$ cat src/hdl/gtm_pkg.sv
// ----------------------------------------------------------------------------
// gtm_pkg
// Shared types, constants and helpers for the Goertzel tone magnitude block.
// ----------------------------------------------------------------------------
`default_nettype none

package gtm_pkg;

    // default datapath sizing
    localparam int ACC_WIDTH_DEF = 40;
    localparam int FRAC_BITS_DEF = 14;

    // coefficient format, fixed by the register widths
    localparam int COEF_FRAC = 14;
    localparam int COEFF_W   = 17;
    localparam int TRIG_W    = 16;
    localparam int SAMPLE_W  = 8;
    localparam int LEN_W     = 8;
    localparam int MAG_W     = 16;
    localparam int BAR_W     = 8;

    // magnitude datapath: integer part limit and fraction kept before squaring
    localparam int MAG_INT_BITS = 17;
    localparam int MAG_FRAC     = 8;
    localparam int SQ_IN_W      = MAG_INT_BITS + MAG_FRAC;
    localparam int ROOT_W       = SQ_IN_W + 1;
    localparam int ROOT_SHIFT   = 9;

    // configuration port
    localparam int APB_AW = 5;
    localparam int APB_DW = 32;

    localparam logic [LEN_W-1:0] BLOCK_LENGTH_RST = LEN_W'(115);
    localparam logic [MAG_W-1:0] DETECT_THR_RST   = MAG_W'(900);

    // register index, byte address / 4
    typedef enum logic [2:0] {
        REG_COEFF     = 3'd0,
        REG_COSINE    = 3'd1,
        REG_SINE      = 3'd2,
        REG_BLOCK_LEN = 3'd3,
        REG_DETECT    = 3'd4
    } t_reg_idx;

    // configuration bundle seen by the datapath
    typedef struct packed {
        logic [COEFF_W-1:0] coeff_q14;
        logic [TRIG_W-1:0]  cosine_q14;
        logic [TRIG_W-1:0]  sine_q14;
        logic [LEN_W-1:0]   block_length;
        logic [MAG_W-1:0]   detect_threshold;
    } t_cfg;

    // one queued sample with its end-of-block mark
    typedef struct packed {
        logic [SAMPLE_W-1:0] sample;
        logic                last;
    } t_item;

    // bar graph thresholds, increasing
    localparam logic [MAG_W-1:0] BAR_THRESH [BAR_W] = '{
        16'd200, 16'd210, 16'd220, 16'd260, 16'd300, 16'd350, 16'd380, 16'd400
    };

    // one bit per threshold that the magnitude exceeds
    function automatic logic [BAR_W-1:0] bar_code(input logic [MAG_W-1:0] mag);
        logic [BAR_W-1:0] code;
        code = '0;
        for (int i = 0; i < BAR_W; i++) begin
            code[i] = (mag > BAR_THRESH[i]);
        end
        return code;
    endfunction

endpackage

`default_nettype wire

$ cat src/hdl/gtm_mac.sv
// ----------------------------------------------------------------------------
// gtm_mac
// Goertzel recurrence engine: q0 = coeff*q1 - q2 + sample, one item at a
// time, handing the delay line to the magnitude unit at each block end.
// ----------------------------------------------------------------------------
`default_nettype none

module gtm_mac #(
    parameter int ACC_WIDTH = gtm_pkg::ACC_WIDTH_DEF,
    parameter int FRAC_BITS = gtm_pkg::FRAC_BITS_DEF
) (
    input  wire logic                          i_clk,
    input  wire logic                          i_rst_n,
    input  wire logic [gtm_pkg::COEFF_W-1:0]   i_coeff,
    input  wire gtm_pkg::t_item                i_item,
    input  wire logic                          i_q_empty,
    output logic                               o_q_pop,
    output logic                               o_hand_valid,
    input  wire logic                          i_hand_ready,
    output logic      [ACC_WIDTH-1:0]          o_q1,
    output logic      [ACC_WIDTH-1:0]          o_q2
);
    import gtm_pkg::*;

    localparam int PROD_W = ACC_WIDTH + COEFF_W;

    typedef enum logic [1:0] {
        S_IDLE,
        S_MUL,
        S_ACC,
        S_HAND
    } t_state;

    t_state                    r_state;
    logic [ACC_WIDTH-1:0]      r_q1;
    logic [ACC_WIDTH-1:0]      r_q2;
    logic [SAMPLE_W-1:0]       r_smp;
    logic                      r_last;
    logic signed [PROD_W-1:0]  r_prod;
    logic signed [PROD_W-1:0]  w_scaled;
    logic [ACC_WIDTH-1:0]      w_ins;
    logic [ACC_WIDTH-1:0]      w_q0;

    assign o_q_pop      = (r_state == S_IDLE) & ~i_q_empty;
    assign o_hand_valid = (r_state == S_HAND);
    assign o_q1         = r_q1;
    assign o_q2         = r_q2;

    // floor scaling of the product, sample aligned to the fraction point
    assign w_scaled = r_prod >>> COEF_FRAC;
    assign w_ins    = ACC_WIDTH'(r_smp) << FRAC_BITS;
    assign w_q0     = w_scaled[ACC_WIDTH-1:0] - r_q2 + w_ins;

    // sequencer and delay line
    always_ff @(posedge i_clk) begin
        if (!i_rst_n) begin
            r_state <= S_IDLE;
            r_q1    <= '0;
            r_q2    <= '0;
        end else begin
            case (r_state)
                S_IDLE: begin
                    if (o_q_pop) begin
                        r_smp   <= i_item.sample;
                        r_last  <= i_item.last;
                        r_state <= S_MUL;
                    end
                end
                S_MUL: begin
                    r_prod  <= $signed(r_q1) * $signed(i_coeff);
                    r_state <= S_ACC;
                end
                S_ACC: begin
                    r_q2    <= r_q1;
                    r_q1    <= w_q0;
                    r_state <= r_last ? S_HAND : S_IDLE;
                end
                S_HAND: begin
                    if (i_hand_ready) begin
                        r_q1    <= '0;
                        r_q2    <= '0;
                        r_state <= S_IDLE;
                    end
                end
                default: r_state <= S_IDLE;
            endcase
        end
    end

endmodule

`default_nettype wire

$ cat config.mk
export PLATFORM = sky130hd
export DESIGN_NAME = gtm_mac
export DESIGN_NICKNAME = d
export VERILOG_FILES = /design/src/hdl/gtm_pkg.sv /design/src/hdl/gtm_mac.sv
export SDC_FILE = /design/constraint.sdc
export NUM_CORES = 2
export LEC_CHECK = 0
export ABC_AREA = 1
export ABC_CLOCK_PERIOD_IN_PS = 7850
export BUFFER_PORTS_ARGS = -buffer_cell sky130_fd_sc_hd__buf_4
export CAP_MARGIN = 20
export CORE_MARGIN = 8
export CORE_UTILIZATION = 65
export DETAILED_ROUTE_END_ITERATION = 10
export PLACE_DENSITY = 0.83
export SETUP_SLACK_MARGIN = 0.4
export SYNTH_ARGS = -nofsm -noshare
export SYNTH_HDL_FRONTEND = slang
export SYNTH_SLANG_ARGS = --single-unit
export TNS_END_PERCENT = 50
$ cat constraint.sdc
create_clock -name i_clk -period 7.85 [get_ports i_clk]
set_input_delay 1.1775 -clock i_clk [delete_from_list [all_inputs] [get_ports i_clk]]
set_output_delay 1.1775 -clock i_clk [all_outputs]
set_load 0.02 [all_outputs]
==> flow_metrics.py <==
metrics = {
    "sta": {
        "worst_pin_slew_ns": 1.14,
        "timing.hold.ws_ns": 0.480,
        "drv_slew": 0,
        "fmax_ghz": 0.146,
        "fin_crit_ns": 6.87,
        "slew_headroom_pct": 23.9,
        "rsz0062_at_grt": "no",
        "worst_slack_ns": 0.978,
        "finalHoldViolations": 0,
        "fin_skew_ns": 0.0118,
        "layout_worst_path_cycle_share_pct": 87.5,
        "setup_violations": 0,
        "fin_tns_setup_ns": 0,
    },
    "die": {
        "dieArea_sq_um": 55900,
        "die_h_microns": 236,
        "ioPinCount": 112,
        "start_util_pct": 65.2,
        "rows": 81,
        "core_area_sq_um": 48400,
        "die_w_microns": 236,
    },
    "synthesis": {
        "ys_types": 45,
        "yosysTopAreaCell": "fa_1",
        "synth.area.top_cells": "fa_1 (40%), nand2_1 (15%), inv_1 (14%)",
        "postSynthAreaPerCell_sq_um": 7.42,
        "ys_top_cells_by_count": "nand2_1 (1252), inv_1 (1170), fa_1 (626)",
        "synth_most_common_cell": "nand2_1",
        "yosys_register_bits": 131,
        "synth_enable_flop_cells": 49,
        "yosysSeqAreaShare_pct": 9.85,
        "synth_top_cell_area_share_pct": 39.7,
        "synth_area_sq_um": 31600,
        "yosys_warnings": 0,
        "synth-async-reset-ratio_pct": 0,
        "yosys_most_used_dff": "dfxtp_1",
        "syn_nets": 5109,
        "synthCells": 4261,
    },
    "cells_and_area": {
        "fin_util_pct": 69.2,
        "syn_to_final_growth_pct": 6.09,
        "diodes": 0,
        "drive_gt1_share_pct": 6.36,
        "nets": 5113,
    },
    "global_routing": {
        "grt-busiest-layer": "met2",
        "antenna_found_initial": 0,
        "grt_use_met2_pct": 55.2,
        "grt_max_degree": 83,
        "grt_pass1_vias": 27922,
        "track_usage_pct": 32.8,
        "gr-usage-met1_pct": 41.3,
        "overflow": 0,
        "grt_use_met3_pct": 4.81,
        "grt_pass1_wl_microns": 146000,
    },
    "critical_path": {
        "cp-endpoint": "r_prod[52]",
        "cp_top_family": "adder cells",
        "rrSetupSlack_ns": 1.29,
        "cp_cell_sequence": "buf_4 > nand2_1 > inv_1 > fa_1 > fa_1 > inv_1 > fa_1 > inv_1 > fa_1 > inv_1 > fa_1 > inv_1 > fa_1 > ha_1 > nand2_1 > nor3_1 > nand2_1 > nor2_1 > and3_1 > nand2_1 > nand3_1 > nand2_1",
        "cp_slowest_cell": "fa_1",
        "cp_common_cell": "fa_1",
        "r2r-start": "o_q1[28]",
        "crit_buf_inv": 6,
        "cpPeakStageDelay_ns": 0.63,
        "worstPathMaxFanout": 40,
        "critPathKind": "in -> reg",
        "r2r_end": "r_prod[52]",
        "cp-startpoint": "i_coeff[2]",
        "cp-start-kind": "primary input",
        "required_ns": 8.05,
        "worstRegToRegCells": 22,
        "path_depth": 22,
        "crit_arrival_ns": 7.07,
        "endpoint_kind": "register",
    },
    "worst_hold_path": {
        "hp-class": "reg -> reg",
        "hp-start": "o_q2[29]",
    },
    "flow_run": {
        "cap_violations": 0,
    },
    "routing": {
        "wire_per_inst_microns": 18.4,
        "drtIter0Drc": 2319,
        "firstDrtPassIters": 6,
        "drcViolationCount": 0,
        "drt-vias-per-instance": 5.50,
        "wl_microns": 90300,
        "vias": 26928,
        "postRouteAntennaNets": 0,
    },
    "cts": {
        "h-tree-depth": 4,
        "cts_setup_buffers": 0,
        "cts_tree": "done",
        "cts_buffers": 17,
        "post_cts_resized": 0,
        "root_buffer": "clkbuf_16",
        "ctsHoldBuffers": 0,
        "clockBufferDepth": 2,
        "cts.sinks": 131,
        "clk_pin_slew_worst_paths_ns": 0.07,
        "insertion_delay_ns": 0.44,
    },
    "power_and_ir_drop": {
        "cellLeakagePower_nw": 19.0,
        "power_mw": 10.4,
        "ir_drop_mv": 0.227,
        "powerDensity_nw_per_um2": 310,
    },
    "placement": {
        "portBuffers": 111,
        "place_hpwl_microns": 73500,
        "place_ws_ns": 0.637,
        "routabilityCongestion": 1.05,
    },
    "status": {
        "outcome": "complete, no violations",
    },
}
## area by class of cell
cell class                      instances  area [sq um]
Multi-Input combinational cell       2770         23400
Fill cell                            3910         14900
Inverter                             1188          4460
Sequential cell                       131          3110
Timing Repair Buffer                  157          1200
Tap cell                              622           778
Clock buffer                           21           483
Clock inverter                         11           126
## tightest hold or removal path: stages, from the launching register on
cell     delay [ns]
dfxtp_1        0.32
nand2_1        0.06
a21oi_1        0.05
## worst min-delay path by stage
stage               slack, ns  depth (start not counted)         end
finish                   0.48                          2    o_q2[29]
global route             0.50                          2    o_q2[26]
CTS                      0.48                          2    o_q2[29]
detailed placement       0.47                          2    o_q2[29]
global placement         0.46                          2    o_q2[10]
floorplan                0.47                          2  r_state[1]
## stage by stage
stage | instances | area (sq um)
CTS | 4898 | 33500
detailed placement | 4866 | 32900
global placement | 4866 | 32900
floorplan | 4261 | 31600
finish | 4900 | 33500
global route | 4900 | 33500
## flip-flops by register name, summed over array words and instances, names as in the netlist
name / count
r_last: 1
o_q2: 40
o_q1: 40
r_smp: 8
r_state: 2
r_prod: 40
## metal layers
metal	wire length [microns]	share of wire, %
met5	0	0
met4	5280	5.8
met3	7200	8.0
met2	43400	48
met1	34400	38
## where the power goes
group / leakage, nW / internal [mW] / switching, mW / total (mW)
registers: 1.11 / 1.02 / 0.179 / 1.19
clock network: 0.298 / 0.506 / 0.321 / 0.827
logic: 17.6 / 2.91 / 5.47 / 8.37
total: 19.0 / 4.43 / 5.97 / 10.4
## layout by cell type (no fill, tap or decap), types with 29 or more instances in the layout
master and count:
ha_1 192, fa_1 626, xor2_1 29, nand2_1 1252, nor2_1 192, nand3_1 87
o21ai_0 49, buf_4 155, dfxtp_1 82, a21oi_1 173, inv_1 1169, edfxtp_1 49
## kinds of logic after synthesis
| logic type | share of synthesized area [%] |
|---|---|
| AOI/OAI and AO/OA | 4.64 |
| and+or+nand+nor | 20.9 |
| xor gates and xnor gates | 1.16 |
| adders and majority gates | 47.3 |
| buffers and inverters | 16.2 |
| DFF | 9.85 |
No activity file was read; power rests on OpenSTA's default activity.
