[src/hdl/gtm_pkg.sv]
// ----------------------------------------------------------------------------
// gtm_pkg
// Shared types, constants and helpers for the Goertzel tone magnitude block.
// ----------------------------------------------------------------------------
`default_nettype none

package gtm_pkg;

    // default datapath sizing
    localparam int ACC_WIDTH_DEF = 40;
    localparam int FRAC_BITS_DEF = 14;

    // coefficient format, fixed by the register widths
    localparam int COEF_FRAC = 14;
    localparam int COEFF_W   = 17;
    localparam int TRIG_W    = 16;
    localparam int SAMPLE_W  = 8;
    localparam int LEN_W     = 8;
    localparam int MAG_W     = 16;
    localparam int BAR_W     = 8;

    // magnitude datapath: integer part limit and fraction kept before squaring
    localparam int MAG_INT_BITS = 17;
    localparam int MAG_FRAC     = 8;
    localparam int SQ_IN_W      = MAG_INT_BITS + MAG_FRAC;
    localparam int ROOT_W       = SQ_IN_W + 1;
    localparam int ROOT_SHIFT   = 9;

    // configuration port
    localparam int APB_AW = 5;
    localparam int APB_DW = 32;

    localparam logic [LEN_W-1:0] BLOCK_LENGTH_RST = LEN_W'(115);
    localparam logic [MAG_W-1:0] DETECT_THR_RST   = MAG_W'(900);

    // register index, byte address / 4
    typedef enum logic [2:0] {
        REG_COEFF     = 3'd0,
        REG_COSINE    = 3'd1,
        REG_SINE      = 3'd2,
        REG_BLOCK_LEN = 3'd3,
        REG_DETECT    = 3'd4
    } t_reg_idx;

    // configuration bundle seen by the datapath
    typedef struct packed {
        logic [COEFF_W-1:0] coeff_q14;
        logic [TRIG_W-1:0]  cosine_q14;
        logic [TRIG_W-1:0]  sine_q14;
        logic [LEN_W-1:0]   block_length;
        logic [MAG_W-1:0]   detect_threshold;
    } t_cfg;

    // one queued sample with its end-of-block mark
    typedef struct packed {
        logic [SAMPLE_W-1:0] sample;
        logic                last;
    } t_item;

    // bar graph thresholds, increasing
    localparam logic [MAG_W-1:0] BAR_THRESH [BAR_W] = '{
        16'd200, 16'd210, 16'd220, 16'd260, 16'd300, 16'd350, 16'd380, 16'd400
    };

    // one bit per threshold that the magnitude exceeds
    function automatic logic [BAR_W-1:0] bar_code(input logic [MAG_W-1:0] mag);
        logic [BAR_W-1:0] code;
        code = '0;
        for (int i = 0; i < BAR_W; i++) begin
            code[i] = (mag > BAR_THRESH[i]);
        end
        return code;
    endfunction

endpackage

`default_nettype wire

[src/hdl/gtm_front.sv]
// ----------------------------------------------------------------------------
// gtm_front
// Sample intake: counts samples, marks the last of each block and queues
// the items for the recurrence engine.
// ----------------------------------------------------------------------------
`default_nettype none

module gtm_front (
    input  wire logic                         i_clk,
    input  wire logic                         i_rst_n,
    input  wire logic                         i_push,
    output logic                              o_full,
    input  wire logic [gtm_pkg::SAMPLE_W-1:0] i_sample,
    input  wire logic [gtm_pkg::LEN_W-1:0]    i_block_length,
    output gtm_pkg::t_item                    o_item,
    output logic                              o_empty,
    input  wire logic                         i_pop
);
    import gtm_pkg::*;

    localparam int QDEPTH = 2;
    localparam int PTR_W  = $clog2(QDEPTH);
    localparam int FILL_W = $clog2(QDEPTH + 1);

    t_item             r_mem [QDEPTH];
    logic [PTR_W-1:0]  r_wr_ptr;
    logic [PTR_W-1:0]  r_rd_ptr;
    logic [FILL_W-1:0] r_fill;
    logic [LEN_W-1:0]  r_cnt;
    logic [LEN_W-1:0]  n_cnt;
    logic              w_last;
    logic              w_push;
    logic              w_pop;

    assign o_full  = (r_fill == FILL_W'(QDEPTH));
    assign o_empty = (r_fill == '0);
    assign w_push  = i_push & ~o_full;
    assign w_pop   = i_pop & ~o_empty;
    assign o_item  = r_mem[r_rd_ptr];

    // block position, count wraps at 256
    assign n_cnt  = r_cnt + LEN_W'(1);
    assign w_last = (n_cnt == i_block_length);

    // sample counter and queue pointers
    always_ff @(posedge i_clk) begin
        if (!i_rst_n) begin
            r_cnt    <= '0;
            r_wr_ptr <= '0;
            r_rd_ptr <= '0;
            r_fill   <= '0;
        end else begin
            if (w_push) begin
                r_cnt    <= w_last ? '0 : n_cnt;
                r_wr_ptr <= r_wr_ptr + PTR_W'(1);
            end
            if (w_pop) begin
                r_rd_ptr <= r_rd_ptr + PTR_W'(1);
            end
            case ({w_push, w_pop})
                2'b10:   r_fill <= r_fill + FILL_W'(1);
                2'b01:   r_fill <= r_fill - FILL_W'(1);
                default: r_fill <= r_fill;
            endcase
        end
    end

    // queue storage
    always_ff @(posedge i_clk) begin
        if (w_push) begin
            r_mem[r_wr_ptr].sample <= i_sample;
            r_mem[r_wr_ptr].last   <= w_last;
        end
    end

endmodule

`default_nettype wire

[config.mk]
export PLATFORM = sky130hd
export DESIGN_NAME = gtm_front
export DESIGN_NICKNAME = d
export VERILOG_FILES = /design/src/hdl/gtm_pkg.sv /design/src/hdl/gtm_front.sv
export SDC_FILE = /design/constraint.sdc
export NUM_CORES = 1
export LEC_CHECK = 0
export ABC_AREA = 1
export BUFFER_PORTS_ARGS = -buffer_cell sky130_fd_sc_hd__buf_2
export CAP_MARGIN = 20
export CELL_PAD_IN_SITES_DETAIL_PLACEMENT = 1
export CELL_PAD_IN_SITES_GLOBAL_PLACEMENT = 1
export CORE_AREA = 10 10 72 74
export CTS_CLUSTER_SIZE = 28
export DETAILED_ROUTE_END_ITERATION = 10
export DIE_AREA = 0 0 82 84
export HOLD_SLACK_MARGIN = 0.06
export PLACE_DENSITY = 0.76
export SLEW_MARGIN = 40
export SYNTH_ARGS = -nofsm -noshare
export SYNTH_HDL_FRONTEND = slang
export SYNTH_SLANG_ARGS = --single-unit
[constraint.sdc]
create_clock -name i_clk -period 2.5 [get_ports i_clk]
set_input_delay 0.125 -clock i_clk [delete_from_list [all_inputs] [get_ports i_clk]]
set_output_delay 0.125 -clock i_clk [all_outputs]
set_load 0.01 [all_outputs]
==> out/metrics.cfg, run 1 <==
[grt]
grtUsageTotal_pct=12.74
grt_remaining_overflow=0
grt_pass1_wl_um=6989
grt_max_degree=21
antenna_found_initial=0
grt_pass1_vias=1514

[clock_tree]
cts.sinks=31
cts_resized=0
root_buffer=clkbuf_8
cts_tree=done
clockBufferDepth=2
cts_htree_levels=2
cts_made_buffers=5
insertion_delay_ns=0.28
clk_pin_slew_worst_paths_ns=0.07

[drt]
via_count=1382
route.final.wire_length_um=4057
firstDrtPassIters=4
wire_per_inst_um=14.86
drc=0
vias_per_cell=5.062
postRouteAntennaNets=0
drt_iter0_drc=64

[logic_synthesis]
synth_edf_count=18
synth.area.top_cells=edfxtp_1 (35%), dfxtp_1 (17%), nand2_1 (11%)
synth_cells=179
syn-cell-area_sq_um=1554
synthArstFlopShare_pct=0
yosys.area.top_type=edfxtp_1
ys_ff_latch=31
synth_nets=201
yosys_warnings=0
ys_types=26
ys_seq_area_share_pct=51.53
synth_area_per_cell_sq_um=8.682
synth_top_area_share_pct=34.78
synthFlopType=edfxtp_1

[worst_setup_path]
critPathArrivalTime_ns=1.97
r2r_end=r_mem[1][0]
cp_slowest_stage_delay_ns=0.44
cp-start-kind=flop
cp.required_ns=2.58
path_cells=ha_1 > xnor2_1 > nand2_1 > nor2_1 > nand2_1 > nor2_1 > nand4_1 > nor3_1
reg2regPathDepth=8
crit_fanout=6
r2r-start=r_cnt[0]
cp-end-kind=flop
cp_slowest_cell=dfxtp_1
path_class=flop to flop
timing.reg2reg.setup_slack_ns=0.61

[sta]
hold_violations=0
worst_pin_slew_ns=0.7588
setup_violations=0
fin_crit_sh_pct=75.74
clock_skew_ns=0.006202
rsz0062_at_grt=false
finalMaxSlewViolations=0
fin_tns_setup_ns=0
min_period_ns=1.893
slew_headroom_pct=49.23
max_freq_mhz=528.1

[pwr]
power_density_nw_per_um2=731.9
fin_total_pwr_mw=1.408
leakage_nw=0.7818
ir_worst_vdd_uv=259.2

[die]
core_region_area_sq_um=3856
initial_utilization_pct=40.30
rows=23
dieArea_sq_um=6888
io_pins=31
dieWidth_um=82
die_h_um=84

[worst_hold_path]
min_to=r_wr_ptr
hold_path_class=input port to flop
min-delay-start=i_rst_n
whs_path_depth=3

[placed_design]
dp_hpwl_um=3161
portBuffers=30
gp_congestion=0.7697

[job]
maxCapViolations=0

[final_layout]
syn_to_final_growth_pct=23.75
drive_gt1_share_pct=23.77
fin_nets=244
num-fill-cells=491
diodes=0

[status]
status=finished, final reports clean

[metal layers]
metal | routed length [um] | vias to the layer above | share of wire [%] | global-route usage [%]
met4 | 81 | 0 | 2.0 | 5.418
met2 | 2192 | 25 | 54 | 23.18
met3 | 180 | 7 | 4.4 | 3.448
met5 | 0 | - | 0 | 0
met1 | 1601 | 667 | 39 | 12.90
li1 | - | 683 | - | -
[worst max-delay path: cells and delay by family, from the launching register on]
| kind | cells | cell delay (ns) |
|---|---|---|
| flops | 1 | 0.44 |
| simple gates | 6 | 0.80 |
| fa+ha+maj | 1 | 0.30 |
| xor+xnor | 1 | 0.17 |
[power breakdown]
part           internal [mW]  switching, mW  total (mW)
logic                  0.159          0.200       0.360
clock network          0.191          0.183       0.374
registers              0.618         0.0566       0.674
[state kept, by name, indices dropped and copies added (netlist names), named ones only]
signal / count
r_cnt: 8
r_fill: 2
r_mem: 18
r_rd_ptr: 1
r_wr_ptr: 1
[cell type report]
type | count | area [sq um] | share of cell area [%]
inverter | 19 | 71.32 | 3.709
multi-input combinational | 126 | 669.4 | 34.81
clock buffer | 6 | 72.57 | 3.774
tap | 50 | 62.56 | 3.253
clock inverter | 2 | 8.758 | 0.4554
sequential | 31 | 800.8 | 41.64
timing repair buffer | 39 | 237.7 | 12.36
[Yosys cell counts (2+ instances only)]
| library cell | instances |
|---|---|
| a21oi_1 | 17 |
| ha_1 | 2 |
| inv_1 | 18 |
| mux2_2 | 9 |
| nand3_1 | 11 |
| dfxtp_1 | 13 |
| nor2_2 | 2 |
| nor2_1 | 18 |
| clkbuf_1 | 2 |
| nand2_2 | 2 |
| edfxtp_1 | 18 |
| nand2_1 | 47 |
| xor2_1 | 2 |
| o21ai_0 | 6 |
[cells by family after synthesis]
logic type | Yosys count | share of synthesized area (%)
DFF | 31 | 51.53
muxes | 9 | 6.522
xor gates and xnor gates | 3 | 1.691
and+or+nand+nor | 86 | 24.56
adders and majority gates | 2 | 1.610
buffers and inverters | 22 | 5.394
AOI/OAI and AO/OA | 26 | 8.696
[metrics by stage]
step / setup WS, ns / instance area (sq um) / hold slack, ns / cells / util [%]
CTS: 0.6111 / 1923 / 0.1199 / 273 / 49.87
global route: 0.3832 / 1923 / 0.1457 / 273 / 49.87
detailed placement: 0.6330 / 1762 / 0.3251 / 257 / 45.68
floorplan: 0.8049 / 1554 / 0.2239 / 179 / -
global placement: 0.7205 / 1762 / 0.3175 / 257 / 45.68
finish: 0.6065 / 1923 / 0.1221 / 273 / 49.87
[cell usage in the layout (no fill, tap or decap), types with 2 or more instances in the layout]
cell type | netlist | layout
o21ai_1 | 1 | 2
nor2_2 | 2 | 2
mux2_2 | 9 | 9
nand3_1 | 11 | 11
dlygate4sd3_1 | 0 | 8
xor2_1 | 2 | 2
nor2_1 | 18 | 18
o21ai_0 | 6 | 5
edfxtp_1 | 18 | 18
dfxtp_1 | 13 | 13
ha_1 | 2 | 2
nand2_2 | 2 | 2
buf_2 | 1 | 30
inv_1 | 18 | 18
a21oi_1 | 17 | 17
clkbuf_8 | 0 | 5
nand2_1 | 47 | 47
clkinv_1 | 1 | 2
[worst max-delay path by stage]
stage / to / slack, ns / start / cells after the start
final: r_mem[1][0] / 0.61 / r_cnt[0] / 8
after global routing: r_mem[1][0] / 0.38 / r_cnt[0] / 8
after CTS: r_cnt[5] / 0.61 / r_cnt[0] / 9
after detailed placement: r_mem[0][0] / 0.63 / r_cnt[0] / 8
after global placement: r_cnt[5] / 0.72 / r_cnt[0] / 9
after floorplan: r_fill[1] / 0.80 / r_fill[1] / 8
[what timing repair did]
item,in CTS,in global routing
setup buffers,0,0
endpoints found under the setup margin,0,0
hold buffers,8,0
hold endpoints to repair,16,0
No activity file was read; power rests on OpenSTA's default activity.
==> run 2: changes to the inputs <==
- CORE_AREA: 10 10 72 74 -> 10 10 77 79
- DIE_AREA: 0 0 82 84 -> 0 0 87 89
- PLACE_DENSITY: 0.76 -> 0.69
- clock period: 2.5 -> 1.6 ns (I/O delays scaled with it)
==> out/metrics.cfg, run 2 (synthesized netlist as in run 1, its figures left out) <==
[placed_design]
portBuffers=30
gp_congestion=0.7174
dp_hpwl_um=3085

[worst_setup_path]
cp_slowest_stage_delay_ns=0.36
cp_num_cells=11
crit_path_start=r_cnt[0]
path_class=flop to flop
cp.required_ns=1.76
critical_path.top_delay_family=simple AND/OR/NAND/NOR gates
cp-start-kind=flop
r2r_end=r_cnt[4]
timing.reg2reg.setup_slack_ns=-0.02
path_cells=buf_6 > nand2_4 > nor2_4 > buf_6 > nand3_2 > nand3_2 > nand2_2 > nor2_4 > nand3_4 > nand2_2 > a21oi_2
critPathArrivalTime_ns=1.79
crit_buf_inv=2
crit_fanout=8
r2r-start=r_cnt[0]
cp-end-kind=flop
reg2regPathDepth=11
cp_slowest_cell=dfxtp_2
endpoint=r_cnt[4]

[clock_tree]
cts_tree=done
cts_htree_levels=2
cts_made_buffers=5
cts.sinks=31
root_buffer=clkbuf_8
insertion_delay_ns=0.28
clockBufferDepth=2
clk_pin_slew_worst_paths_ns=0.07

[final_layout]
multi_input_area_sq_um=789.5
diodes=0
syn_to_final_growth_pct=43.64
regMostFlops=r_mem
final_cell_mix=nand2_1 (40), buf_2 (30), inv_1 (18), edfxtp_1 (18)
fin_nets=261
num-fill-cells=544
largest_register_ffs=18
regArea_sq_um=809.5
reg_top3=r_mem x18, r_cnt x8, r_fill x2
layout_commonest_cell=nand2_1
fin_util_pct=49.21
drive_gt1_share_pct=42.92

[die]
io_pins=31
initial_utilization_pct=34.26
die_h_um=89
core_region_area_sq_um=4536
dieWidth_um=87
dieArea_sq_um=7743
rows=25

[pwr]
power_density_nw_per_um2=1122
leakage_nw=0.9170
ir_worst_vdd_uv=501.7
fin_total_pwr_mw=2.505

[status]
status=finished with violations
violations=negative setup slack

[drt]
drt_iter0_drc=28
firstDrtPassIters=5
wire_per_inst_um=14.45
via_count=1416
drc=0
route.final.wire_length_um=4249
postRouteAntennaNets=0
vias_per_cell=4.816

[grt]
grt_remaining_overflow=0
antenna_found_initial=0
grt_max_degree=21
grt_pass1_vias=1534
grtUsageTotal_pct=11.41
grt_pass1_wl_um=7058

[worst_hold_path]
whs_path_depth=3
hold_path_class=input port to flop

[sta]
fin_tns_setup_ns=-0.05904
min_period_ns=1.622
rsz0062_at_grt=true
setup_violations=4
fin_crit_sh_pct=101.3
finalMaxSlewViolations=0
slew_headroom_pct=73.24
clock_skew_ns=0.003046
max_freq_mhz=616.7
worst_pin_slew_ns=0.4008
setup_ws_ns=-0.02151
hold_violations=0

[job]
maxCapViolations=0

==> run 2: changes by cell type in the layout (fill, tap and decap cells not counted), sizes merged <==
cell and delta:
buf +17, bufinv +1, clkinv -1
==> run 2: where the power goes <==
part	leakage (nW)	switching, mW	internal (mW)	total (mW)
logic	0.578	0.341	0.314	0.654
clock network	0.0612	0.295	0.503	0.799
registers	0.278	0.0823	0.969	1.05
total	0.917	0.718	1.79	2.50
==> run 2: layout make-up <==
cell class	count	area share [%]
clock buffers	6	3.700
clock inverters	2	1.570
well taps	54	3.027
multi-input cells	126	35.37
repair buffers	56	16.87
flip-flops and latches	31	36.27
inverters	19	3.195
==> run 2: worst min path at each step <==
stage                      from           to  slack [ns]
floorplan           i_sample[0]  r_mem[0][1]        0.18
global placement    i_sample[4]  r_mem[1][5]        0.27
detailed placement  i_sample[6]  r_mem[0][7]        0.27
CTS                     i_rst_n     r_wr_ptr        0.07
global route            i_rst_n     r_wr_ptr        0.08
finish                  i_rst_n     r_wr_ptr        0.07
==> run 2: timing repair <==
| action | in CTS | in global routing |
|---|---|---|
| resized for setup | 24 | 16 |
| hold endpoints to repair | 16 | 0 |
| pin swaps | 15 | 14 |
| setup endpoints to repair | 10 | 11 |
| setup buffers | 4 | 3 |
| hold buffers | 8 | 0 |
==> run 2: through the flow <==
stage	setup slack, ns	instances	instance area, sq um	hold WS [ns]
final	-0.02151	294	2232	0.07422
after CTS	-0.005057	291	2163	0.07207
after global routing	-0.1386	294	2232	0.08156
after detailed placement	-0.1191	271	1842	0.2721
after floorplan	0.001012	179	1555	0.1789
after global placement	-0.1294	271	1842	0.2684
==> run 2: tightest hold or removal path, stage by stage <==
cell and delay, ns:
buf_2 0.12, o21ai_0 0.07, a21oi_1 0.04
==> run 2: layer usage <==
layer	share of wire [%]	wire (um)	vias to the layer above	global-route usage [%]
met2	51	2186	29	21.65
met3	5.6	239	8	3.829
li1	-	-	713	-
met4	1.1	46	0	2.651
met1	42	1777	666	11.69
met5	0	0	-	0
