### config.mk
export PLATFORM = sky130hd
export DESIGN_NAME = gtm_regs
export DESIGN_NICKNAME = d
export VERILOG_FILES = /design/src/hdl/gtm_pkg.sv /design/src/hdl/gtm_regs.sv
export SDC_FILE = /design/constraint.sdc
export NUM_CORES = 1
export LEC_CHECK = 0
export ABC_AREA = 1
export BUFFER_PORTS_ARGS = -buffer_cell sky130_fd_sc_hd__buf_2
export CAP_MARGIN = 5
export CORE_AREA = 2 2 123 77
export DETAILED_ROUTE_END_ITERATION = 7
export DIE_AREA = 0 0 125 79
export PLACE_DENSITY = 0.77
export SLEW_MARGIN = 0
export SYNTH_ARGS = -nofsm -noshare
export SYNTH_HDL_FRONTEND = slang
export SYNTH_SLANG_ARGS = --single-unit
### constraint.sdc
create_clock -name i_clk -period 1.7 [get_ports i_clk]
set_input_delay 0.17 -clock i_clk [delete_from_list [all_inputs] [get_ports i_clk]]
set_output_delay 0.17 -clock i_clk [all_outputs]
set_load 0.005 [all_outputs]
### src/hdl/gtm_pkg.sv
// ----------------------------------------------------------------------------
// gtm_pkg
// Shared types, constants and helpers for the Goertzel tone magnitude block.
// ----------------------------------------------------------------------------
`default_nettype none

package gtm_pkg;

    // default datapath sizing
    localparam int ACC_WIDTH_DEF = 40;
    localparam int FRAC_BITS_DEF = 14;

    // coefficient format, fixed by the register widths
    localparam int COEF_FRAC = 14;
    localparam int COEFF_W   = 17;
    localparam int TRIG_W    = 16;
    localparam int SAMPLE_W  = 8;
    localparam int LEN_W     = 8;
    localparam int MAG_W     = 16;
    localparam int BAR_W     = 8;

    // magnitude datapath: integer part limit and fraction kept before squaring
    localparam int MAG_INT_BITS = 17;
    localparam int MAG_FRAC     = 8;
    localparam int SQ_IN_W      = MAG_INT_BITS + MAG_FRAC;
    localparam int ROOT_W       = SQ_IN_W + 1;
    localparam int ROOT_SHIFT   = 9;

    // configuration port
    localparam int APB_AW = 5;
    localparam int APB_DW = 32;

    localparam logic [LEN_W-1:0] BLOCK_LENGTH_RST = LEN_W'(115);
    localparam logic [MAG_W-1:0] DETECT_THR_RST   = MAG_W'(900);

    // register index, byte address / 4
    typedef enum logic [2:0] {
        REG_COEFF     = 3'd0,
        REG_COSINE    = 3'd1,
        REG_SINE      = 3'd2,
        REG_BLOCK_LEN = 3'd3,
        REG_DETECT    = 3'd4
    } t_reg_idx;

    // configuration bundle seen by the datapath
    typedef struct packed {
        logic [COEFF_W-1:0] coeff_q14;
        logic [TRIG_W-1:0]  cosine_q14;
        logic [TRIG_W-1:0]  sine_q14;
        logic [LEN_W-1:0]   block_length;
        logic [MAG_W-1:0]   detect_threshold;
    } t_cfg;

    // one queued sample with its end-of-block mark
    typedef struct packed {
        logic [SAMPLE_W-1:0] sample;
        logic                last;
    } t_item;

    // bar graph thresholds, increasing
    localparam logic [MAG_W-1:0] BAR_THRESH [BAR_W] = '{
        16'd200, 16'd210, 16'd220, 16'd260, 16'd300, 16'd350, 16'd380, 16'd400
    };

    // one bit per threshold that the magnitude exceeds
    function automatic logic [BAR_W-1:0] bar_code(input logic [MAG_W-1:0] mag);
        logic [BAR_W-1:0] code;
        code = '0;
        for (int i = 0; i < BAR_W; i++) begin
            code[i] = (mag > BAR_THRESH[i]);
        end
        return code;
    endfunction

endpackage

`default_nettype wire

### src/hdl/gtm_regs.sv
// ----------------------------------------------------------------------------
// gtm_regs
// APB-style configuration registers: coefficients, block length, threshold.
// ----------------------------------------------------------------------------
`default_nettype none

module gtm_regs (
    input  wire logic                       i_clk,
    input  wire logic                       i_rst_n,
    input  wire logic                       i_psel,
    input  wire logic                       i_penable,
    input  wire logic                       i_pwrite,
    input  wire logic [gtm_pkg::APB_AW-1:0] i_paddr,
    input  wire logic [gtm_pkg::APB_DW-1:0] i_pwdata,
    output logic      [gtm_pkg::APB_DW-1:0] o_prdata,
    output logic                            o_pready,
    output gtm_pkg::t_cfg                   o_cfg
);
    import gtm_pkg::*;

    t_cfg     r_cfg;
    t_reg_idx w_idx;
    logic     w_wr;

    assign o_pready = 1'b1;
    assign w_idx    = t_reg_idx'(i_paddr[APB_AW-1:2]);
    assign w_wr     = i_psel & i_penable & i_pwrite & o_pready;

    // register writes
    always_ff @(posedge i_clk) begin
        if (!i_rst_n) begin
            r_cfg.coeff_q14        <= '0;
            r_cfg.cosine_q14       <= '0;
            r_cfg.sine_q14         <= '0;
            r_cfg.block_length     <= BLOCK_LENGTH_RST;
            r_cfg.detect_threshold <= DETECT_THR_RST;
        end else if (w_wr) begin
            case (w_idx)
                REG_COEFF:     r_cfg.coeff_q14        <= i_pwdata[COEFF_W-1:0];
                REG_COSINE:    r_cfg.cosine_q14       <= i_pwdata[TRIG_W-1:0];
                REG_SINE:      r_cfg.sine_q14         <= i_pwdata[TRIG_W-1:0];
                REG_BLOCK_LEN: r_cfg.block_length     <= i_pwdata[LEN_W-1:0];
                REG_DETECT:    r_cfg.detect_threshold <= i_pwdata[MAG_W-1:0];
                default: begin
                end
            endcase
        end
    end

    // read mux
    always_comb begin
        case (w_idx)
            REG_COEFF:     o_prdata = APB_DW'(r_cfg.coeff_q14);
            REG_COSINE:    o_prdata = APB_DW'(r_cfg.cosine_q14);
            REG_SINE:      o_prdata = APB_DW'(r_cfg.sine_q14);
            REG_BLOCK_LEN: o_prdata = APB_DW'(r_cfg.block_length);
            REG_DETECT:    o_prdata = APB_DW'(r_cfg.detect_threshold);
            default:       o_prdata = '0;
        endcase
    end

    assign o_cfg = r_cfg;

endmodule

`default_nettype wire

==> metrics.md, run 1 <==
| Metric | Value |
|---|---|
| Status | `finished clean` |
| Fin crit share | `90.01%` |
| Fillers | `between 800 and 900` |
| Gr usage total | `about 25%` |
| Hold-fix buffers, CTS | `0` |
| # setup viols final | `0` |
| Post-synth ARST share | `0%` |
| Yosys top cell area share | `37.73%` |
| Initial Util | `43.77%` |
| Synth cell count leaders | `181 x nand2_1, 142 x nor2_1, 81 x nand3_1` |
| Overall power | `about 3900 uW` |
| DR pass1 iterations | `5` |
| Max FFs per register | `73` |
| Grt ovf | `0` |
| Largest cells by area after synthesis | `dfxtp_1 38%, nand2_1 18%, nor2_1 14%, nand3_1 10%, buf_4 4.5%` |
| Die area | `approximately 9900 um^2` |
| Cts repair resizes | `0` |
| Ys flop type | `dfxtp_1` |
| Setup WS pre-CTS | `181.5 ps` |
| Top-count cell post-synth | `nand2_1` |
| Largest net degree at the start of global routing | `55` |
| Switching power | `989.9 uW` |
| # H-tree levels | `3` |
| Root Buffer | `clkbuf_16` |
| WP buf/inv | `5` |
| Port Buffers | `~110` |
| Area of the multi-input gates | `just under 2000 um^2` |
| Flip-flop and latch area | `approximately 1500 um^2` |
| Clock Latency Late Sink | `330 ps` |
| Clock Path Buffers | `2` |
| Critical path class | `input pin to output pin` |
| Netlist Area Pre-Place | `3874 um^2` |
| First-pass GRT wire length | `roughly 19,000 um` |
| Leak pwr | `~0.0025 uW` |
| CP Data Required Time | `about 1500 ps` |
| Clk sinks | `73` |
| Io pins | `approximately 150` |
| Cell row count | `27` |
| Cell mode on critical path | `nand2_1` |
| Critical path startpoint category | `input pin` |
| Fmax | `approximately 650 MHz` |
| Seq cells post-synth | `73` |
| Sequential share of power | `between 40% and 50%` |
| Via count of the first global-routing pass | `3,810` |
| Clk slew on worst S/H paths | `~60 ps` |
| DRT Wirelength | `12,080 um` |
| Area leader, netlist | `dfxtp_1` |
| Layout Area Growth over Synthesis | `24.26%` |
| Synth warn | `0` |
| Pwr dens | `just over 800 nW/um^2` |
| RSZ-0062 raised after global routing | `no` |
| Detail Placement HPWL | `between 9000 and 10,000 um` |
| Ratio of cells with drive above 1 in the final layout | `between 20% and 30%` |
| Worst-path maximum fanout | `25` |
| Antenna diode count | `0` |
| Switching Share | `between 20% and 30%` |
| Logic pwr share | `10.2%` |
| Number of synthesized flops with an enable pin | `0` |
| Cells after synthesis | `between 600 and 700` |
| Max stage delay on crit path | `220 ps` |
| Nets | `about 760` |
| Post-CTS Setup Inserts | `0` |
| DR vias | `~4,200` |
| Seq/Total Area, Yosys | `between 30% and 40%` |
| Peak VDD IR | `approximately 0.44 mV` |
| Cell variety after synth | `22` |
| Die W | `approximately 130 um` |
| Worst Hold Class | `input pin to flop` |
| CP delay by family, top | `buffers and inverters` |
| Placed instance count | `around 820` |
| Routed Antenna Nets | `0` |
| DRC marker count from the first detailed-route iteration | `370` |
| Sum Neg Setup Slack | `0 ps` |
| Final cell count without fillers | `~840` |
| Final instance area | `about 4800 um^2` |
| Drt drc | `0` |
| Internal power | `around 2900 uW` |
| WL per Instance | `14.43 um` |
| Die Height | `between 70 and 80 um` |
| CP cell instances | `buf_2 -> inv_6 -> nand2_2 -> nor2_4 -> buf_4 -> nand2_1 -> nand2_1 -> inv_1 -> nand2_1 -> buf_2` |
| Initial antenna violation count | `0` |
| Final GP Congestion | `around 0.96` |
| Setup Skew | `0 ps` |
| Max-cap viol count | `0` |
| Core area | `just under 9000 um^2` |
| Final worst slack | `between 150 and 200 ps` |
| Final Max Tran Viols | `0` |
| CP endpoint kind | `output pin` |
| Final min period | `approximately 1500 ps` |
| Hold Violations, Final | `0` |
| TritonCTS Buffers | `9` |
| CTS tree | `yes` |
| Placement Cell Area | `about 4500 um^2` |
| Syn_area_per_cell | `between 6 and 7 um^2` |
| Slowest cell on crit path | `buf_4` |
| Vias per inst | `4.982` |
| CP Data Arrival Time | `1360 ps` |
| Clock power frac | `between 40% and 50%` |
[worst paths after layout]
| path | startpoint | endpoint | slack [ps] | cells past startpoint |
|---|---|---|---|---|
| hold reg to reg | o_cfg[16] | o_cfg[16] | 490 | 2 |
| hold / removal | i_pwdata[5] | o_cfg[21] | 60 | 3 |
| setup / recovery | i_paddr[4] | o_prdata[8] | 170 | 10 |
| setup reg to reg | o_cfg[11] | o_cfg[11] | 1010 | 2 |
[placed cells by master (no fill, tap or decap)]
cell type | synthesis | layout
clkbuf_16 | 0 | 9
clkbuf_1 | 5 | 3
inv_6 | 1 | 1
nand3_1 | 81 | 81
nand3_4 | 2 | 2
nand3_2 | 2 | 2
clkinvlp_4 | 0 | 1
inv_2 | 5 | 5
conb_1 | 2 | 16
nand4_1 | 11 | 11
nand2_2 | 2 | 2
nor2_4 | 8 | 8
nor2_2 | 1 | 1
dfxtp_1 | 73 | 73
nand2_1 | 181 | 181
nor2_8 | 1 | 1
clkinv_2 | 0 | 1
clkinv_1 | 2 | 2
buf_4 | 23 | 14
nand2_4 | 1 | 1
buf_12 | 0 | 6
inv_1 | 42 | 42
buf_2 | 12 | 114
clkbuf_8 | 0 | 2
nor2_1 | 142 | 142
[per-layer routing]
layer	vias to the layer above	routed length [um]	track usage (%)
met5	-	0	0
met4	0	113	5.889
met3	14	1465	9.501
met2	234	5013	36.52
met1	1881	5484	34.47
li1	2041	-	-
[worst min-delay path, cell delays in order]
cell and delay (ps):
buf_2 90, nand2_1 50, nand3_1 60
[power by group through the flow]
stage | Sequential, uW | Clock (uW) | Combinational [uW]
after global routing | 1750 | 1880 | 444
after CTS | 1750 | 1790 | 396
after global placement | 1790 | 0 | 386
after detailed placement | 1790 | 0 | 395
final | 1750 | 1770 | 401
after floorplan | 1790 | 0 | 271
[logic make-up (layout without fill, tap and decap cells)]
group | Yosys count | in the layout | share of synthesized area, %
simple gates | 432 | 432 | 48.58
buf+inv | 99 | 200 | 13.50
flops | 73 | 73 | 37.73
other cells | 2 | 16 | 0.1939
[metrics by stage]
step	hold slack, ps	utilization [%]
6_report	60.73	54.38
2_1_floorplan	296.2	-
3_5_place_dp	401.2	51.26
5_1_grt	69.15	54.38
4_1_cts	54.02	54.38
3_3_place_gp	397.8	51.26
[area by class of cell]
class,instances,share of cell area (%)
Clock buffer,14,5.485
Clock inverter,2,0.2599
Inverter,50,4.003
Multi-Input combinational cell,448,40.34
Sequential cell,73,30.36
Tap cell,116,3.015
Timing Repair Buffer,134,16.53
(Power assumes the default switching activity.)
==> run 2: changes to the inputs <==
- CELL_PAD_IN_SITES_DETAIL_PLACEMENT: not set -> 1
- CELL_PAD_IN_SITES_GLOBAL_PLACEMENT: not set -> 1
- CORE_AREA: 2 2 123 77 -> 2 2 137 86
- DIE_AREA: 0 0 125 79 -> 0 0 139 88
- HOLD_SLACK_MARGIN: not set -> 0.08
- PLACE_DENSITY: 0.77 -> 0.88
==> metrics.md, run 2 (same netlist as run 1, synthesis figures left out) <==
| Metric | Value |
|---|---|
| Clock Latency Late Sink | `340 ps` |
| Critical path class | `input pin to output pin` |
| CP endpoint kind | `output pin` |
| Ratio of cells with drive above 1 in the final layout | `about a quarter` |
| Final instance area | `roughly 5000 um^2` |
| Worst r2r src | `o_cfg[60]` |
| Slowest cell on crit path | `buf_4` |
| RSZ-0062 raised after global routing | `no` |
| Peak VDD IR | `approximately 0.53 mV` |
| # setup viols final | `0` |
| Pwr dens | `832.1 nW/um^2` |
| WL per Instance | `about 17 um` |
| DRC marker count from the first detailed-route iteration | `roughly 240` |
| Max FFs per register | `73` |
| Hold-fix buffers, CTS | `6` |
| Depth of the most critical reg-to-reg path | `2` |
| Max transition margin | `roughly 66%` |
| Cts repair resizes | `0` |
| R2R Path End | `o_cfg[60]` |
| Layout Area Growth over Synthesis | `27.55%` |
| Worst Hold Class | `input pin to flop` |
| # H-tree levels | `3` |
| Placement Cell Area | `4584 um^2` |
| Initial antenna violation count | `0` |
| Grt ovf | `0` |
| Worst Tran Pin Value | `about 510 ps` |
| Crit. path cell count | `10` |
| Sum Neg Setup Slack | `0 ps` |
| Drt drc | `0` |
| Largest net degree at the start of global routing | `74` |
| Commonest non-fill, non-tap cell in the layout | `nand2_1` |
| Final cell count without fillers | `870` |
| Via count of the first global-routing pass | `4,222` |
| Gr usage total | `24.07%` |
| Io pins | `148` |
| Routed Antenna Nets | `0` |
| Detail Placement HPWL | `about 11,000 um` |
| Placed instance count | `~850` |
| Clock Path Buffers | `2` |
| Final min period | `between 1500 and 2000 ps` |
| CTS tree | `yes` |
| Vias per inst | `between 4 and 5` |
| Cell row count | `30` |
| TritonCTS Buffers | `9` |
| Hold Violations, Final | `0` |
| DR vias | `4,333` |
| Status | `finished clean` |
| Fin crit share | `approximately 93%` |
| R2r setup slk | `1000 ps` |
| Post-CTS Setup Inserts | `0` |
| CP Data Arrival Time | `1410 ps` |
| Clk slew on worst S/H paths | `approximately 60 ps` |
| Port Buffers | `~110` |
| WP buf/inv | `5` |
| CP delay by family, top | `buffers and inverters` |
| Initial Util | `35.34%` |
| Hold depth | `3` |
| Max-cap viol count | `0` |
| DR pass1 iterations | `4` |
| DRT Wirelength | `~15,000 um` |
| Setup Skew | `0 ps` |
| CP Data Required Time | `between 1500 and 2000 ps` |
| Hold Slack | `~87 ps` |
| Core area | `~11,000 um^2` |
| Die area | `12,230 um^2` |
| Clk sinks | `73` |
| Die Height | `around 88 um` |
| Most frequent cells in the layout | `181 x nand2_1, 142 x nor2_1, 114 x buf_2, 81 x nand3_1, 73 x dfxtp_1` |
| Die W | `around 140 um` |
| Final GP Congestion | `0.8321` |
| Hold_sp | `i_pwdata[7]` |
| First-pass GRT wire length | `between 20,000 and 25,000 um` |
| Antenna diode count | `0` |
| Final Max Tran Viols | `0` |
| Critical path startpoint category | `input pin` |
| Cell mode on critical path | `nand2_1` |
| CP cell instances | `buf_2 -> inv_2 -> nand2_2 -> nor2_4 -> buf_4 -> nand2_1 -> nand2_1 -> inv_1 -> nand2_1 -> buf_2` |
| Worst-path maximum fanout | `14` |
| Hold EP | `o_cfg[7]` |
| Max stage delay on crit path | `~260 ps` |
| Root Buffer | `clkbuf_16` |
| Leak pwr | `about 0.0025 uW` |
| Fmax | `between 600 and 700 MHz` |
| Nets | `764` |
-- run 2: cell count changes in the layout (fill, tap and decap cells not counted), sizes merged --
cell / previous run / this run
dlygate4sd3: 0 / 6
clkbuf: 14 / 11
bufinv: 0 / 1
clkinvlp: 1 / 2
-- run 2: power by group --
| group | switching [uW] | internal, uW | leakage [uW] |
|---|---|---|---|
| combinational | 282 | 145 | 0.00182 |
| clock | 760 | 1170 | 0.000138 |
| sequential | 20.2 | 1730 | 0.000590 |
| total | 1060 | 3050 | 0.00255 |
-- run 2: worst max path at each step --
stage,end,startpoint,slack [ps]
3_3_place_gp,o_prdata[8],i_paddr[4],160
2_1_floorplan,o_prdata[9],i_paddr[4],560
3_5_place_dp,o_prdata[3],i_paddr[4],110
4_1_cts,o_prdata[3],i_paddr[4],110
5_1_grt,o_prdata[14],i_paddr[2],30
6_report,o_prdata[14],i_paddr[2],120
-- run 2: layer usage --
metal	global-route usage (%)	vias up	wire length (um)
met5	0	-	0
met4	5.326	0	163
met3	6.233	18	1063
met2	37.84	140	6402
met1	33.59	2112	7100
li1	-	2063	-
-- run 2: worst register-to-register path: cells and delay by family (launching register included) --
| kind | cells | cell delay [ps] |
|---|---|---|
| AND/OR/NAND/NOR | 2 | 190 |
| flip-flops | 1 | 450 |
-- run 2: layout make-up --
type	instances	area (um^2)
fill	1516	6020
clock buffer	11	242.7
clock inverter	4	53.80
sequential	73	1461
inverter	50	192.7
multi-input combinational	448	1942
timing repair buffer	140	868.3
tap	144	180.2
-- run 2: metrics by stage --
step                power, uW  util (%)  setup slack [ps]
floorplan                2059         -             556.5
global placement         2184     41.83             156.9
detailed placement       2200     41.83             107.8
CTS                      4129     45.08             108.3
global route             4252     45.08             29.86
finish                   4111     45.08             124.0
